**config.mk**
```make
export PLATFORM = sky130hd
export DESIGN_NAME = ckl_ctrl_flat
export DESIGN_NICKNAME = d
export VERILOG_FILES = /design/src/rtl/ckl_pkg.sv /design/src/rtl/ckl_if.sv /design/src/rtl/ckl_ctrl.sv /design/src/flat_wrapper.sv
export SDC_FILE = /design/constraint.sdc
export NUM_CORES = 1
export LEC_CHECK = 0
export BUFFER_PORTS_ARGS = -buffer_cell sky130_fd_sc_hd__buf_4
export CORE_MARGIN = 2
export CORE_UTILIZATION = 27
export DETAILED_ROUTE_END_ITERATION = 16
export PLACE_DENSITY_LB_ADDON = 0.12
export SLEW_MARGIN = 10
export SYNTH_ARGS = -nofsm -noshare
export SYNTH_HDL_FRONTEND = slang
export SYNTH_SLANG_ARGS = --single-unit
export TNS_END_PERCENT = 5
```
**constraint.sdc**
```tcl
create_clock -name i_clk -period 3.7 [get_ports i_clk]
set_input_delay 0.185 -clock i_clk [delete_from_list [all_inputs] [get_ports i_clk]]
set_output_delay 0.185 -clock i_clk [all_outputs]
set_load 0.01 [all_outputs]
```
**src/rtl/ckl_pkg.sv**
```systemverilog
// ----------------------------------------------------------------------------
// ckl_pkg: shared types and constants for the compacting key list
// Operation and status codes, field widths and the sequencer state type.
// ----------------------------------------------------------------------------
package ckl_pkg;

    localparam int DEF_CAPACITY = 256;

    localparam int OP_W     = 2;
    localparam int KEY_W    = 32;
    localparam int STATUS_W = 2;
    localparam int POS_W    = 8;
    localparam int COUNT_W  = 9;

    localparam logic [OP_W-1:0] OP_APPEND = 2'd0;
    localparam logic [OP_W-1:0] OP_DELETE = 2'd1;
    localparam logic [OP_W-1:0] OP_CHANGE = 2'd2;
    localparam logic [OP_W-1:0] OP_FIND   = 2'd3;

    localparam logic [STATUS_W-1:0] ST_DONE    = 2'd0;
    localparam logic [STATUS_W-1:0] ST_FULL    = 2'd1;
    localparam logic [STATUS_W-1:0] ST_MISSING = 2'd2;

    typedef enum logic [2:0] {
        S_IDLE,
        S_START,
        S_SEARCH,
        S_SHIFT,
        S_FINISH
    } t_state;

endpackage

```
**src/rtl/ckl_if.sv**
```systemverilog
// ----------------------------------------------------------------------------
// ckl_if: request and response channels of the compacting key list
// Valid/ready channels; a word moves when valid and ready are both high.
// ----------------------------------------------------------------------------
interface ckl_in_if;
    import ckl_pkg::*;

    logic               valid;
    logic               ready;
    logic [OP_W-1:0]    op;
    logic [KEY_W-1:0]   key;
    logic [KEY_W-1:0]   new_key;

    modport source (output valid, output op, output key, output new_key, input ready);
    modport sink   (input valid, input op, input key, input new_key, output ready);
endinterface

interface ckl_out_if;
    import ckl_pkg::*;

    logic                valid;
    logic                ready;
    logic [STATUS_W-1:0] status;
    logic [POS_W-1:0]    position;
    logic [COUNT_W-1:0]  entry_count;

    modport source (output valid, output status, output position, output entry_count,
                    input ready);
    modport sink   (input valid, input status, input position, input entry_count,
                    output ready);
endinterface

```
**src/rtl/ckl_ctrl.sv**
```systemverilog
// ----------------------------------------------------------------------------
// ckl_ctrl: sequencer and shared compare unit of the compacting key list
// Walks the key memory one entry a cycle to search, then, for a delete, to close the gap.
// ----------------------------------------------------------------------------
module ckl_ctrl #(
    parameter int CAPACITY = ckl_pkg::DEF_CAPACITY
) (
    input  logic                        i_clk,
    input  logic                        i_rst_n,
    ckl_in_if.sink                      i_req,
    ckl_out_if.source                   o_rsp,
    output logic                        o_we,
    output logic [$clog2(CAPACITY)-1:0] o_waddr,
    output logic [ckl_pkg::KEY_W-1:0]   o_wdata,
    output logic [$clog2(CAPACITY)-1:0] o_raddr,
    input  logic [ckl_pkg::KEY_W-1:0]   i_rdata
);
    import ckl_pkg::*;

    localparam int AW = $clog2(CAPACITY);
    localparam int CW = $clog2(CAPACITY + 1);
    localparam logic [CW-1:0] CAP_C = CW'(CAPACITY);

    t_state              r_state, n_state;
    logic [OP_W-1:0]     r_op, n_op;
    logic [KEY_W-1:0]    r_key, n_key;
    logic [KEY_W-1:0]    r_new_key, n_new_key;
    logic [CW-1:0]       r_idx, n_idx;
    logic                r_pend, n_pend;
    logic [CW-1:0]       r_count, n_count;
    logic [AW-1:0]       r_pos, n_pos;
    logic [STATUS_W-1:0] r_status, n_status;
    logic                r_out_valid, n_out_valid;
    logic [STATUS_W-1:0] r_out_status, n_out_status;
    logic [POS_W-1:0]    r_out_pos, n_out_pos;
    logic [COUNT_W-1:0]  r_out_count, n_out_count;

    logic                accept;
    logic                hit;
    logic                at_end;
    logic                out_free;
    logic [CW-1:0]       idx_m1;
    logic [CW-1:0]       idx_m2;
    logic [AW+POS_W-1:0] pos_ext;
    logic [CW+COUNT_W-1:0] count_ext;

    assign accept   = i_req.valid && i_req.ready;
    assign hit      = r_pend && (i_rdata == r_key);
    assign at_end   = (r_idx >= r_count);
    assign out_free = !r_out_valid || o_rsp.ready;
    assign idx_m1   = r_idx - CW'(1);
    assign idx_m2   = r_idx - CW'(2);
    assign pos_ext  = {{POS_W{1'b0}}, r_pos};
    assign count_ext = {{COUNT_W{1'b0}}, r_count};

    assign i_req.ready       = (r_state == S_IDLE);
    assign o_rsp.valid       = r_out_valid;
    assign o_rsp.status      = r_out_status;
    assign o_rsp.position    = r_out_pos;
    assign o_rsp.entry_count = r_out_count;

    always_comb begin
        n_state = r_state;
        unique case (r_state)
            S_IDLE: begin
                if (accept) begin
                    n_state = S_START;
                end
            end
            S_START: begin
                n_state = (r_op == OP_APPEND) ? S_FINISH : S_SEARCH;
            end
            S_SEARCH: begin
                if (hit) begin
                    n_state = (r_op == OP_DELETE) ? S_SHIFT : S_FINISH;
                end else if (at_end) begin
                    n_state = S_FINISH;
                end
            end
            S_SHIFT: begin
                if (at_end) begin
                    n_state = S_FINISH;
                end
            end
            S_FINISH: begin
                if (out_free) begin
                    n_state = S_IDLE;
                end
            end
            default: n_state = S_IDLE;
        endcase
    end

    always_comb begin
        n_op         = r_op;
        n_key        = r_key;
        n_new_key    = r_new_key;
        n_idx        = r_idx;
        n_pend       = r_pend;
        n_count      = r_count;
        n_pos        = r_pos;
        n_status     = r_status;
        n_out_valid  = r_out_valid && !o_rsp.ready;
        n_out_status = r_out_status;
        n_out_pos    = r_out_pos;
        n_out_count  = r_out_count;
        o_we         = 1'b0;
        o_waddr      = r_count[AW-1:0];
        o_wdata      = r_key;
        o_raddr      = r_idx[AW-1:0];
        unique case (r_state)
            S_IDLE: begin
                if (accept) begin
                    n_op      = i_req.op;
                    n_key     = i_req.key;
                    n_new_key = i_req.new_key;
                end
            end
            S_START: begin
                n_idx  = '0;
                n_pend = 1'b0;
                n_pos  = '0;
                if (r_op == OP_APPEND) begin
                    if (r_count < CAP_C) begin
                        o_we     = 1'b1;
                        n_pos    = r_count[AW-1:0];
                        n_count  = r_count + CW'(1);
                        n_status = ST_DONE;
                    end else begin
                        n_status = ST_FULL;
                    end
                end
            end
            S_SEARCH: begin
                if (hit) begin
                    n_pos    = idx_m1[AW-1:0];
                    n_status = ST_DONE;
                    n_pend   = 1'b0;
                    if (r_op == OP_CHANGE) begin
                        o_we    = 1'b1;
                        o_waddr = idx_m1[AW-1:0];
                        o_wdata = r_new_key;
                    end
                end else if (at_end) begin
                    n_pos    = '0;
                    n_status = ST_MISSING;
                end else begin
                    n_idx  = r_idx + CW'(1);
                    n_pend = 1'b1;
                end
            end
            S_SHIFT: begin
                if (r_pend) begin
                    o_we    = 1'b1;
                    o_waddr = idx_m2[AW-1:0];
                    o_wdata = i_rdata;
                end
                if (at_end) begin
                    n_count = r_count - CW'(1);
                    n_pend  = 1'b0;
                end else begin
                    n_idx  = r_idx + CW'(1);
                    n_pend = 1'b1;
                end
            end
            S_FINISH: begin
                if (out_free) begin
                    n_out_valid  = 1'b1;
                    n_out_status = r_status;
                    n_out_pos    = pos_ext[POS_W-1:0];
                    n_out_count  = count_ext[COUNT_W-1:0];
                end
            end
            default: begin
                n_pend = 1'b0;
            end
        endcase
    end

    always_ff @(posedge i_clk) begin
        if (!i_rst_n) begin
            r_state     <= S_IDLE;
            r_count     <= '0;
            r_pend      <= 1'b0;
            r_out_valid <= 1'b0;
        end else begin
            r_state     <= n_state;
            r_count     <= n_count;
            r_pend      <= n_pend;
            r_out_valid <= n_out_valid;
        end
    end

    always_ff @(posedge i_clk) begin
        r_op         <= n_op;
        r_key        <= n_key;
        r_new_key    <= n_new_key;
        r_idx        <= n_idx;
        r_pos        <= n_pos;
        r_status     <= n_status;
        r_out_status <= n_out_status;
        r_out_pos    <= n_out_pos;
        r_out_count  <= n_out_count;
    end

`ifndef SYNTHESIS
    a_count_bound: assert property (@(posedge i_clk) disable iff (!i_rst_n)
        r_count <= CAP_C)
        else $error("fill count above capacity");

    a_accept_start: assert property (@(posedge i_clk) disable iff (!i_rst_n)
        accept |=> (r_state == S_START))
        else $error("accepted word did not start the sequencer");

    a_write_busy: assert property (@(posedge i_clk) disable iff (!i_rst_n)
        o_we |-> (r_state == S_START || r_state == S_SEARCH || r_state == S_SHIFT))
        else $error("memory write outside an operation");

    a_shift_delete: assert property (@(posedge i_clk) disable iff (!i_rst_n)
        (r_state == S_SHIFT) |-> (r_op == OP_DELETE))
        else $error("shift pass on an operation other than delete");

    a_count_change: assert property (@(posedge i_clk) disable iff (!i_rst_n)
        (r_count != $past(r_count)) |->
            ($past(r_state) == S_START || $past(r_state) == S_SHIFT))
        else $error("fill count changed outside append or delete");
`endif

endmodule

```
**src/flat_wrapper.sv**
```systemverilog
// flat-port wrapper written by rule: the top's interface ports become plain ports
module ckl_ctrl_flat import ckl_pkg::*;
#(
    parameter int CAPACITY = ckl_pkg::DEF_CAPACITY
)
  (i_clk, i_rst_n, o_we, o_waddr, o_wdata, o_raddr, i_rdata, i_req_valid, i_req_op, i_req_key, i_req_new_key, i_req_ready, o_rsp_valid, o_rsp_status, o_rsp_position, o_rsp_entry_count, o_rsp_ready);
  ckl_in_if i_req_i ();
  ckl_out_if o_rsp_i ();
  input  logic i_clk;
  input  logic i_rst_n;
  output logic o_we;
  output logic [$clog2(CAPACITY)-1:0] o_waddr;
  output logic [ckl_pkg::KEY_W-1:0] o_wdata;
  output logic [$clog2(CAPACITY)-1:0] o_raddr;
  input  logic [ckl_pkg::KEY_W-1:0] i_rdata;
  input wire logic [$bits(i_req_i.valid)-1:0] i_req_valid;
  input wire logic [$bits(i_req_i.op)-1:0] i_req_op;
  input wire logic [$bits(i_req_i.key)-1:0] i_req_key;
  input wire logic [$bits(i_req_i.new_key)-1:0] i_req_new_key;
  output wire logic [$bits(i_req_i.ready)-1:0] i_req_ready;
  output wire logic [$bits(o_rsp_i.valid)-1:0] o_rsp_valid;
  output wire logic [$bits(o_rsp_i.status)-1:0] o_rsp_status;
  output wire logic [$bits(o_rsp_i.position)-1:0] o_rsp_position;
  output wire logic [$bits(o_rsp_i.entry_count)-1:0] o_rsp_entry_count;
  input wire logic [$bits(o_rsp_i.ready)-1:0] o_rsp_ready;
  assign i_req_i.valid = i_req_valid;
  assign i_req_i.op = i_req_op;
  assign i_req_i.key = i_req_key;
  assign i_req_i.new_key = i_req_new_key;
  assign i_req_ready = i_req_i.ready;
  assign o_rsp_valid = o_rsp_i.valid;
  assign o_rsp_status = o_rsp_i.status;
  assign o_rsp_position = o_rsp_i.position;
  assign o_rsp_entry_count = o_rsp_i.entry_count;
  assign o_rsp_i.ready = o_rsp_ready;
  ckl_ctrl #(.CAPACITY(CAPACITY)) u_core (.i_clk(i_clk), .i_rst_n(i_rst_n), .i_req(i_req_i), .o_rsp(o_rsp_i), .o_we(o_we), .o_waddr(o_waddr), .o_wdata(o_wdata), .o_raddr(o_raddr), .i_rdata(i_rdata));
endmodule
```
==> impl_metrics.ini, run 1 <==
[run_status]
status = finished, final reports clean

[routing]
wl_per_cell_um = 17.5
wl_um = 20100
dr_total_vias = 5506
drc = 0
ant_nets = 0
firstDrtPassIters = 5
drt_iter0_markers = 247
vias_per_cell = 4.82

[global_routing]
grt_pass1_vias = 5481
grt_max_degree = 67
grt_use_total_pct = 16.3
antenna_found_initial = 0
grt_pass1_wl_um = 30300
grt-ovfl-total = 0

[sta]
worstMarginPinSlew_ps = 965
fmax_mhz = 311
hold_slack_ps = 57.7
relSlewSlack_pct = 35.7
fin_crit_ps = 3220
rsz0062_at_grt = no
setup_viol = 0
setup_tns_ps = 0
layout_worst_path_cycle_share_pct = 87.0
skew_ps = 10.6
finalHoldViolations = 0
drv_slew = 0

[clock_network]
cts_tree = done
cts_buffer_depth = 2
clock-sinks = 118
root_buffer = clkbuf_16
path_clk_slew_ps = 60
worstSkewPairLatency_ps = 420
ctsHtreeMaxLevel = 4
numCtsBuffers = 17

[power_and_ir_drop]
p_leak_nw = 3.67
peakVddDrop_mv = 0.260
powerDensity_nw_per_um2 = 428

[finish]
final_nets = 935
drive_gt1_share_pct = 28.8
multi_input_area_um2 = 2670
antennaDiodeCount = 0
fill_cells = 2297
seqCellArea_um2 = 3400
areaGrowthSynthToFinish_pct = 46.1

[floorplan]
die_h_um = 158
core-area_um2 = 23300
die_w_um = 158
dieArea_um2 = 24900
io_pins = 172
placementRows = 56
start_util_pct = 27.3

[worst_setup_path]
critPathLaunchType = flop
worstPathMaxFanout = 11
crit_slowest_cell = a21oi_1
critPathKind = flop to flop
cp_cell_sequence = inv_1, ha_1, a211oi_1, o211ai_1, a21oi_1, nor2_1, o21ai_0, o21ai_0, buf_4
crit_top_cell = o21ai_0
cp.arrival_ps = 3390
required_ps = 3870
crit_path_max_incr_delay_ps = 760
end_kind = flop

[yosys]
yosysWarningCount = 0
synth.top_cell.area_share_pct = 49.0
yosys.cell_types.count = 54
synth_ff_type = edfxtp_1
synthTopCellsByArea = edfxtp_1, xnor2_1, dfxtp_1
syn_nets = 696
avgSynthCellArea_um2 = 11.1
synth_top_cell_by_area = edfxtp_1
synth_area_um2 = 6380
synth_edf_count = 104
synth_seq_cells = 118
seq_area_frac_synth_pct = 53.4
async_flop_share_pct = 0
syn_inst = 572

[place]
dpl.hpwl_um = 14500
gp_congestion = 0.866
portBuffers = 171

[hold_path]
hold_class = input pin to flop

[flow_run]
cap_violations = 0
==> final cells by class <==
type,instances,share of cell area (%)
Sequential cell,118,36.5
Timing Repair Buffer,260,23.0
Multi-Input combinational cell,386,28.7
Tap cell,319,4.29
Clock inverter,15,1.79
Clock buffer,17,4.57
Inverter,28,1.13
==> cells by family (layout without fill, tap and decap cells) <==
kind of cell	after synthesis	after routing	synth area share (%)
xor+xnor	56	56	7.69
compound gates	120	120	14.0
mux	2	2	0.314
buf+inv	68	320	4.79
simple gates	186	186	15.4
fa+ha+maj	22	22	4.43
flops	118	118	53.4
==> layer usage <==
layer  GRT usage, %  up-vias  part of all wire [%]
li1               -     2646                     -
met1           20.2     2659                    43
met2           27.4      188                    50
met3           4.60       13                   6.8
met4           4.85        0                   1.1
met5              0        -                     0
==> through the flow <==
| step | power (mW) | area [um2] | utilization (%) | setup slack [ps] | cells |
|---|---|---|---|---|---|
| after detailed placement | 2.28 | 8050 | 34.5 | 502 | 1043 |
| after global placement | 2.27 | 8050 | 34.5 | 600 | 1043 |
| after CTS | 4.03 | 9300 | 39.8 | 78.6 | 1141 |
| after floorplan | 1.97 | 6380 | - | 775 | 572 |
| after global routing | 4.15 | 9310 | 39.9 | 191 | 1143 |
| final | 3.98 | 9310 | 39.9 | 483 | 1143 |
==> state kept, by name (all words and copies together) (netlist names) <==
| register | cells |
|---|---|
| u_core.r_new_key | 32 |
| u_core.r_idx | 9 |
| u_core.o_rsp.entry_count | 9 |
| u_core.o_rsp.position | 8 |
| u_core.r_pos | 8 |
| u_core.r_key | 32 |
| u_core.o_rsp.status | 2 |
| u_core.r_count | 9 |
| u_core.o_rsp.valid | 1 |
| u_core.r_op | 2 |
| u_core.r_status | 2 |
| u_core.r_pend | 1 |
| u_core.r_state | 3 |
==> what timing repair did <==
action	CTS	global route
hold endpoints to repair	66	0
setup buffers	0	2
gates resized for setup	0	0
setup endpoints to repair	0	20
hold buffers	66	0
==> cells in the final DEF (no fill, tap or decap), drive strengths merged, types with 7 or more instances in the layout <==
cell type	instances
nor2b	7
a22oi	9
buf	194
and3	26
nor3	8
inv	35
ha	21
dlygate4sd3	66
xor2	16
a21oi	18
clkbuf	17
nor2	38
xnor2	40
nand4	18
nand2	29
a221o	27
o21ai	32
dfxtp	14
edfxtp	104
nand3	41
==> report_power, final <==
group	switching [mW]	leakage, nW	total (mW)	internal (mW)
Clock	0.674	0.282	1.68	1.01
Combinational	0.340	2.29	0.672	0.331
Sequential	0.0683	1.10	1.63	1.56
==> worst paths after layout <==
path	slack [ps]	endpoint	from	cells after the start
setup / recovery	480	u_core.r_pos[3]	u_core.r_count[7]	9
hold reg to reg	420	u_core.o_rsp.position[6]	u_core.r_pos[6]	0
hold / removal	60	u_core.r_state[2]	i_rst_n	3
setup reg to reg	480	u_core.r_pos[3]	u_core.r_count[7]	9
==> worst max-delay path, delay by kind of cell (launching register included) <==
family                     cells  cell delay (ps)
adders and majority gates      1              320
buffers and inverters          2              310
DFF                            1              530
and+or+nand+nor                1              150
AOI/OAI and AO/OA              5             1660
==> synth_stat cells (4+ instances only) <==
cell,n
o211ai_1,4
o21ai_0,32
dfxtp_1,14
nor2b_1,7
and2_1,4
nor2_1,37
inv_1,26
nand2_1,29
clkbuf_1,26
buf_2,4
o2111ai_1,4
a22oi_1,9
edfxtp_1,104
and3_1,26
nand4_1,17
a32o_1,4
xor2_1,16
a21oi_1,18
xnor2_1,40
nand3_1,41
a221o_1,27
nor3_1,8
buf_4,8
ha_1,21
Power figures use the tool's default switching activity.
==> inputs of run 2 (changes only) <==
--- a/config.mk
+++ b/config.mk
@@ -9,6 +9,7 @@
 export CORE_MARGIN = 2
 export CORE_UTILIZATION = 27
 export DETAILED_ROUTE_END_ITERATION = 16
+export MAX_ROUTING_LAYER = met4
 export PLACE_DENSITY_LB_ADDON = 0.12
 export SLEW_MARGIN = 10
 export SYNTH_ARGS = -nofsm -noshare
==> impl_metrics.ini, run 2 (synthesis gave the netlist of run 1 again) <==
[run_status]
status = finished, final reports clean

[routing]
wl_um = 20100
ant_nets = 0
dr_total_vias = 5515
vias_per_cell = 4.83
firstDrtPassIters = 5
drc = 0
wl_per_cell_um = 17.6
drt_iter0_markers = 281

[sta]
drv_slew = 0
relSlewSlack_pct = 37.3
setup_viol = 0
hold_slack_ps = 55.0
fmax_mhz = 312
rsz0062_at_grt = no
setup_tns_ps = 0
finalHoldViolations = 0
fin_crit_ps = 3200
layout_worst_path_cycle_share_pct = 86.5
worstMarginPinSlew_ps = 940
skew_ps = 11.4

[power_and_ir_drop]
powerDensity_nw_per_um2 = 428
p_leak_nw = 3.67
peakVddDrop_mv = 0.262

[clock_network]
numCtsBuffers = 17
path_clk_slew_ps = 60
clock-sinks = 118
worstSkewPairLatency_ps = 430
ctsHtreeMaxLevel = 4
cts_tree = done
cts.repair.resized = 0
cts_buffer_depth = 2
root_buffer = clkbuf_16

[worst_setup_path]
critPathLaunchType = flop
cp_cell_sequence = xnor2_1, nand4_1, nor4_4, nand4_4, a21o_1, buf_4, a221o_1, buf_4
crit_slowest_cell = edfxtp_1
end_kind = output pin
critPathKind = flop to output pin
worstPathMaxFanout = 22
crit_top_cell = buf_4
required_ps = 3510
crit_path_max_incr_delay_ps = 430
cp.arrival_ps = 3020

[finish]
antennaDiodeCount = 0
final_common_cell = buf_4
final_nets = 935
reg_top3 = u_core.r_key: 32 flops, u_core.r_new_key: 32 flops
final_cell_mix = buf_4, edfxtp_1, dlygate4sd3_1
drive_gt1_share_pct = 28.8
areaGrowthSynthToFinish_pct = 46.1

[floorplan]
io_pins = 172
dieArea_um2 = 24900
die_w_um = 158
placementRows = 56
die_h_um = 158
core-area_um2 = 23300
start_util_pct = 27.3

[place]
gp_congestion = 0.881
dpl.hpwl_um = 14500
portBuffers = 171

[global_routing]
grt-ovfl-total = 0
grt_pass1_vias = 5502
antenna_found_initial = 0
grt_use_total_pct = 16.7
grt_pass1_wl_um = 30300
grt_max_degree = 67

[flow_run]
cap_violations = 0

[hold_path]
hold_class = input pin to flop
-- run 2: cell counts in the layout (fill, tap and decap cells not counted) --
No cell type changed its count.
-- run 2: routing by layer --
layer | up-vias | share of wire, % | global-route usage (%)
met5 | - | 0 | -
met4 | 0 | 1.3 | 4.85
met3 | 15 | 6.0 | 4.13
met2 | 190 | 49 | 27.3
met1 | 2660 | 44 | 20.6
li1 | 2650 | - | -
-- run 2: path summary, 6_finish.rpt --
kind / slack [ps] / end / start / depth (start not counted)
hold reg to reg: 420 / u_core.o_rsp.position[6] / u_core.r_pos[6] / 0
hold / removal: 50 / u_core.r_state[2] / i_rst_n / 3
setup / recovery: 500 / o_wdata[24] / u_core.r_key[21] / 8
setup reg to reg: 520 / u_core.r_pos[3] / u_core.r_count[7] / 9
-- run 2: power by group --
group / internal [mW] / switching (mW) / total (mW)
clock: 1.01 / 0.676 / 1.68
combinational: 0.331 / 0.341 / 0.672
sequential: 1.56 / 0.0680 / 1.63
-- run 2: per-stage QoR --
step | util, % | cells | power (mW) | worst slack, ps | instance area, um2
after floorplan | - | 572 | 1.97 | 775 | 6380
after global placement | 34.5 | 1043 | 2.27 | 600 | 8050
after detailed placement | 34.5 | 1043 | 2.28 | 502 | 8050
after CTS | 39.8 | 1141 | 4.03 | 78.6 | 9300
after global routing | 39.9 | 1143 | 4.15 | 191 | 9310
final | 39.9 | 1143 | 3.98 | 499 | 9310
-- run 2: repair_timing --
item                                    4_1_cts  5_1_grt
setup buffers                                 0        2
hold buffers                                 66        0
endpoints found under the setup margin        0       20
hold endpoints to repair                     66        0
-- run 2: worst max-delay path: cells and delay by family (launching register included) --
kind / cells / cell delay [ps]
AO/OA/AOI/OAI: 2 / 710
XOR/XNOR: 1 / 290
flip-flops: 1 / 430
AND/OR/NAND/NOR: 3 / 730
buffers and inverters: 2 / 440
-- run 2: cell type report --
cell class | count | area, um2
Fill cell | 2297 | 14000
Sequential cell | 118 | 3400
Multi-Input combinational cell | 386 | 2670
Timing Repair Buffer | 260 | 2140
Clock buffer | 17 | 425
Tap cell | 319 | 399
Clock inverter | 15 | 166
Inverter | 28 | 105
==> inputs of run 3 (changes only) <==
--- a/config.mk
+++ b/config.mk
@@ -9,8 +9,10 @@
 export CORE_MARGIN = 2
 export CORE_UTILIZATION = 27
 export DETAILED_ROUTE_END_ITERATION = 16
+export HOLD_SLACK_MARGIN = 0.1
 export MAX_ROUTING_LAYER = met4
 export PLACE_DENSITY_LB_ADDON = 0.12
+export REMOVE_ABC_BUFFERS = 1
 export SLEW_MARGIN = 10
 export SYNTH_ARGS = -nofsm -noshare
 export SYNTH_HDL_FRONTEND = slang
==> impl_metrics.ini, run 3 (synthesis gave the netlist of run 1 again) <==
[run_status]
status = finished, final reports clean

[clock_network]
cts_buffer_depth = 2
cts_tree = done
path_clk_slew_ps = 60
clock-sinks = 118
worstSkewPairLatency_ps = 420
numCtsBuffers = 17
root_buffer = clkbuf_16
post_cts_buffers = 0
ctsHtreeMaxLevel = 4

[worst_setup_path]
crit_path_max_incr_delay_ps = 450
critPathLaunchType = flop
required_ps = 3510
ff2ff_setup_slack_ps = 690
end_kind = output pin
path_buf_inv = 2
critPathKind = flop to output pin
crit_top_cell = buf_4
cp.depth = 8
rr_endpoint = u_core.r_count[8]
cp.arrival_ps = 3130
critical_path.top_delay_family = compound AO/OA/AOI/OAI gates
crit_slowest_cell = edfxtp_1
worstPathMaxFanout = 15
cp_cell_sequence = xor2_1, nor4_1, and3_1, nand4_4, a21o_1, buf_4, a221o_1, buf_4
reg2regPathDepth = 11
worstReg2RegStart = u_core.r_state[2]

[finish]
final_cell_mix = buf_4, edfxtp_1, dlygate4sd3_1
drive_gt1_share_pct = 28.7
antennaDiodeCount = 0
final_cells = 1145
areaGrowthSynthToFinish_pct = 46.3
final_common_cell = buf_4
final_nets = 937
reg_top3 = u_core.r_key: 32 flops, u_core.r_new_key: 32 flops
fill_cells = 2227

[sta]
fmax_mhz = 302
relSlewSlack_pct = 44.5
worstMarginPinSlew_ps = 831
fin_crit_ps = 3310
skew_ps = 11.7
drv_slew = 0
finalHoldViolations = 0
setup_slack_ps = 385
hold_slack_ps = 110
layout_worst_path_cycle_share_pct = 89.6
setup_viol = 0
setup_tns_ps = 0
rsz0062_at_grt = no

[power_and_ir_drop]
powerDensity_nw_per_um2 = 432
seqPwrFrac_pct = 40.7
p_comb_share_pct = 16.1
p_int_mw = 2.96
swShare_pct = 26.5
power.switching_mw = 1.07
p_leak_nw = 3.69
peakVddDrop_mv = 0.260
clockPowerShare_pct = 43.2

[floorplan]
die_w_um = 158
die_h_um = 158
io_pins = 172
placementRows = 56
start_util_pct = 27.3
core-area_um2 = 23300
dieArea_um2 = 24900

[global_routing]
grt_max_degree = 35
grt_use_total_pct = 16.5
grt-ovfl-total = 0
grt_pass1_wl_um = 30200
antenna_found_initial = 0
grt_pass1_vias = 5575

[hold_path]
min_to = u_core.o_rsp.valid
holdCritStartpoint = o_rsp_ready
whs_path_depth = 4
hold_class = input pin to flop

[routing]
ant_nets = 0
firstDrtPassIters = 4
drc = 0
drt_iter0_markers = 274
wl_per_cell_um = 17.2
wl_um = 19600
dr_total_vias = 5440
vias_per_cell = 4.75

[place]
portBuffers = 171
gp_congestion = 0.797
dpl.hpwl_um = 14200
dp_cells = 1045
place_ws_ps = 758

[flow_run]
cap_violations = 0
[run 3: changes by cell type in the layout (fill, tap and decap cells not counted)]
| cell | change |
|---|---|
| bufinv_16 | +1 |
| clkinv_1 | +1 |
| clkinvlp_4 | -1 |
| dfxtp_2 | +1 |
| dlygate4sd3_1 | +2 |
| clkinv_2 | -1 |
| buf_4 | +2 |
| dfxtp_1 | -1 |
| buf_12 | -2 |
[run 3: final cells by class]
| cell class | instances | area (um2) | area share (%) |
|---|---|---|---|
| Multi-Input combinational cell | 386 | 2670 | 28.6 |
| Timing Repair Buffer | 262 | 2140 | 22.9 |
| Clock inverter | 15 | 188 | 2.01 |
| Clock buffer | 17 | 425 | 4.56 |
| Tap cell | 319 | 399 | 4.28 |
| Inverter | 28 | 105 | 1.13 |
| Sequential cell | 118 | 3400 | 36.5 |
[run 3: timing repair]
item / in CTS / in global routing
hold buffers: 68 / 0
gates resized for setup: 0 / 0
hold endpoints to repair: 68 / 0
[run 3: worst max-delay path by stage]
stage / start / end
final: u_core.r_key[28] / o_wdata[14]
after global routing: u_core.r_key[31] / o_wdata[31]
after CTS: u_core.r_key[6] / o_wdata[14]
after detailed placement: u_core.r_state[2] / u_core.r_count[8]
after global placement: u_core.r_key[6] / o_wdata[27]
after floorplan: u_core.r_state[0] / u_core.r_count[8]
[run 3: per-layer routing]
layer | track usage [%] | share of wire, % | up-vias | wire [um]
li1 | - | - | 2641 | -
met1 | 19.5 | 43 | 2613 | 8430
met2 | 27.6 | 50 | 170 | 9820
met3 | 4.71 | 6.0 | 16 | 1180
met4 | 4.24 | 1.1 | 0 | 216
met5 | - | 0 | - | 0
[run 3: worst min-delay path, delay by kind of cell]
| family | cells | cell delay (ps) |
|---|---|---|
| AO/OA/AOI/OAI | 1 | 120 |
| AND/OR/NAND/NOR | 2 | 100 |
| buffers and inverters | 1 | 80 |
[run 3: per-stage QoR]
stage / util [%] / area, um2 / total power [mW]
after floorplan: - / 6180 / 1.95
after global routing: 40.0 / 9330 / 4.20
final: 40.0 / 9330 / 4.03
after global placement: 34.4 / 8040 / 2.25
after detailed placement: 34.4 / 8040 / 2.26
after CTS: 40.0 / 9330 / 4.07
[run 3: power groups by stage]
stage | Sequential (mW) | Combinational, mW | Clock [mW]
floorplan | 1.65 | 0.295 | 0
global placement | 1.66 | 0.590 | 0
detailed placement | 1.67 | 0.596 | 0
CTS | 1.64 | 0.656 | 1.78
global route | 1.65 | 0.711 | 1.84
finish | 1.64 | 0.648 | 1.74
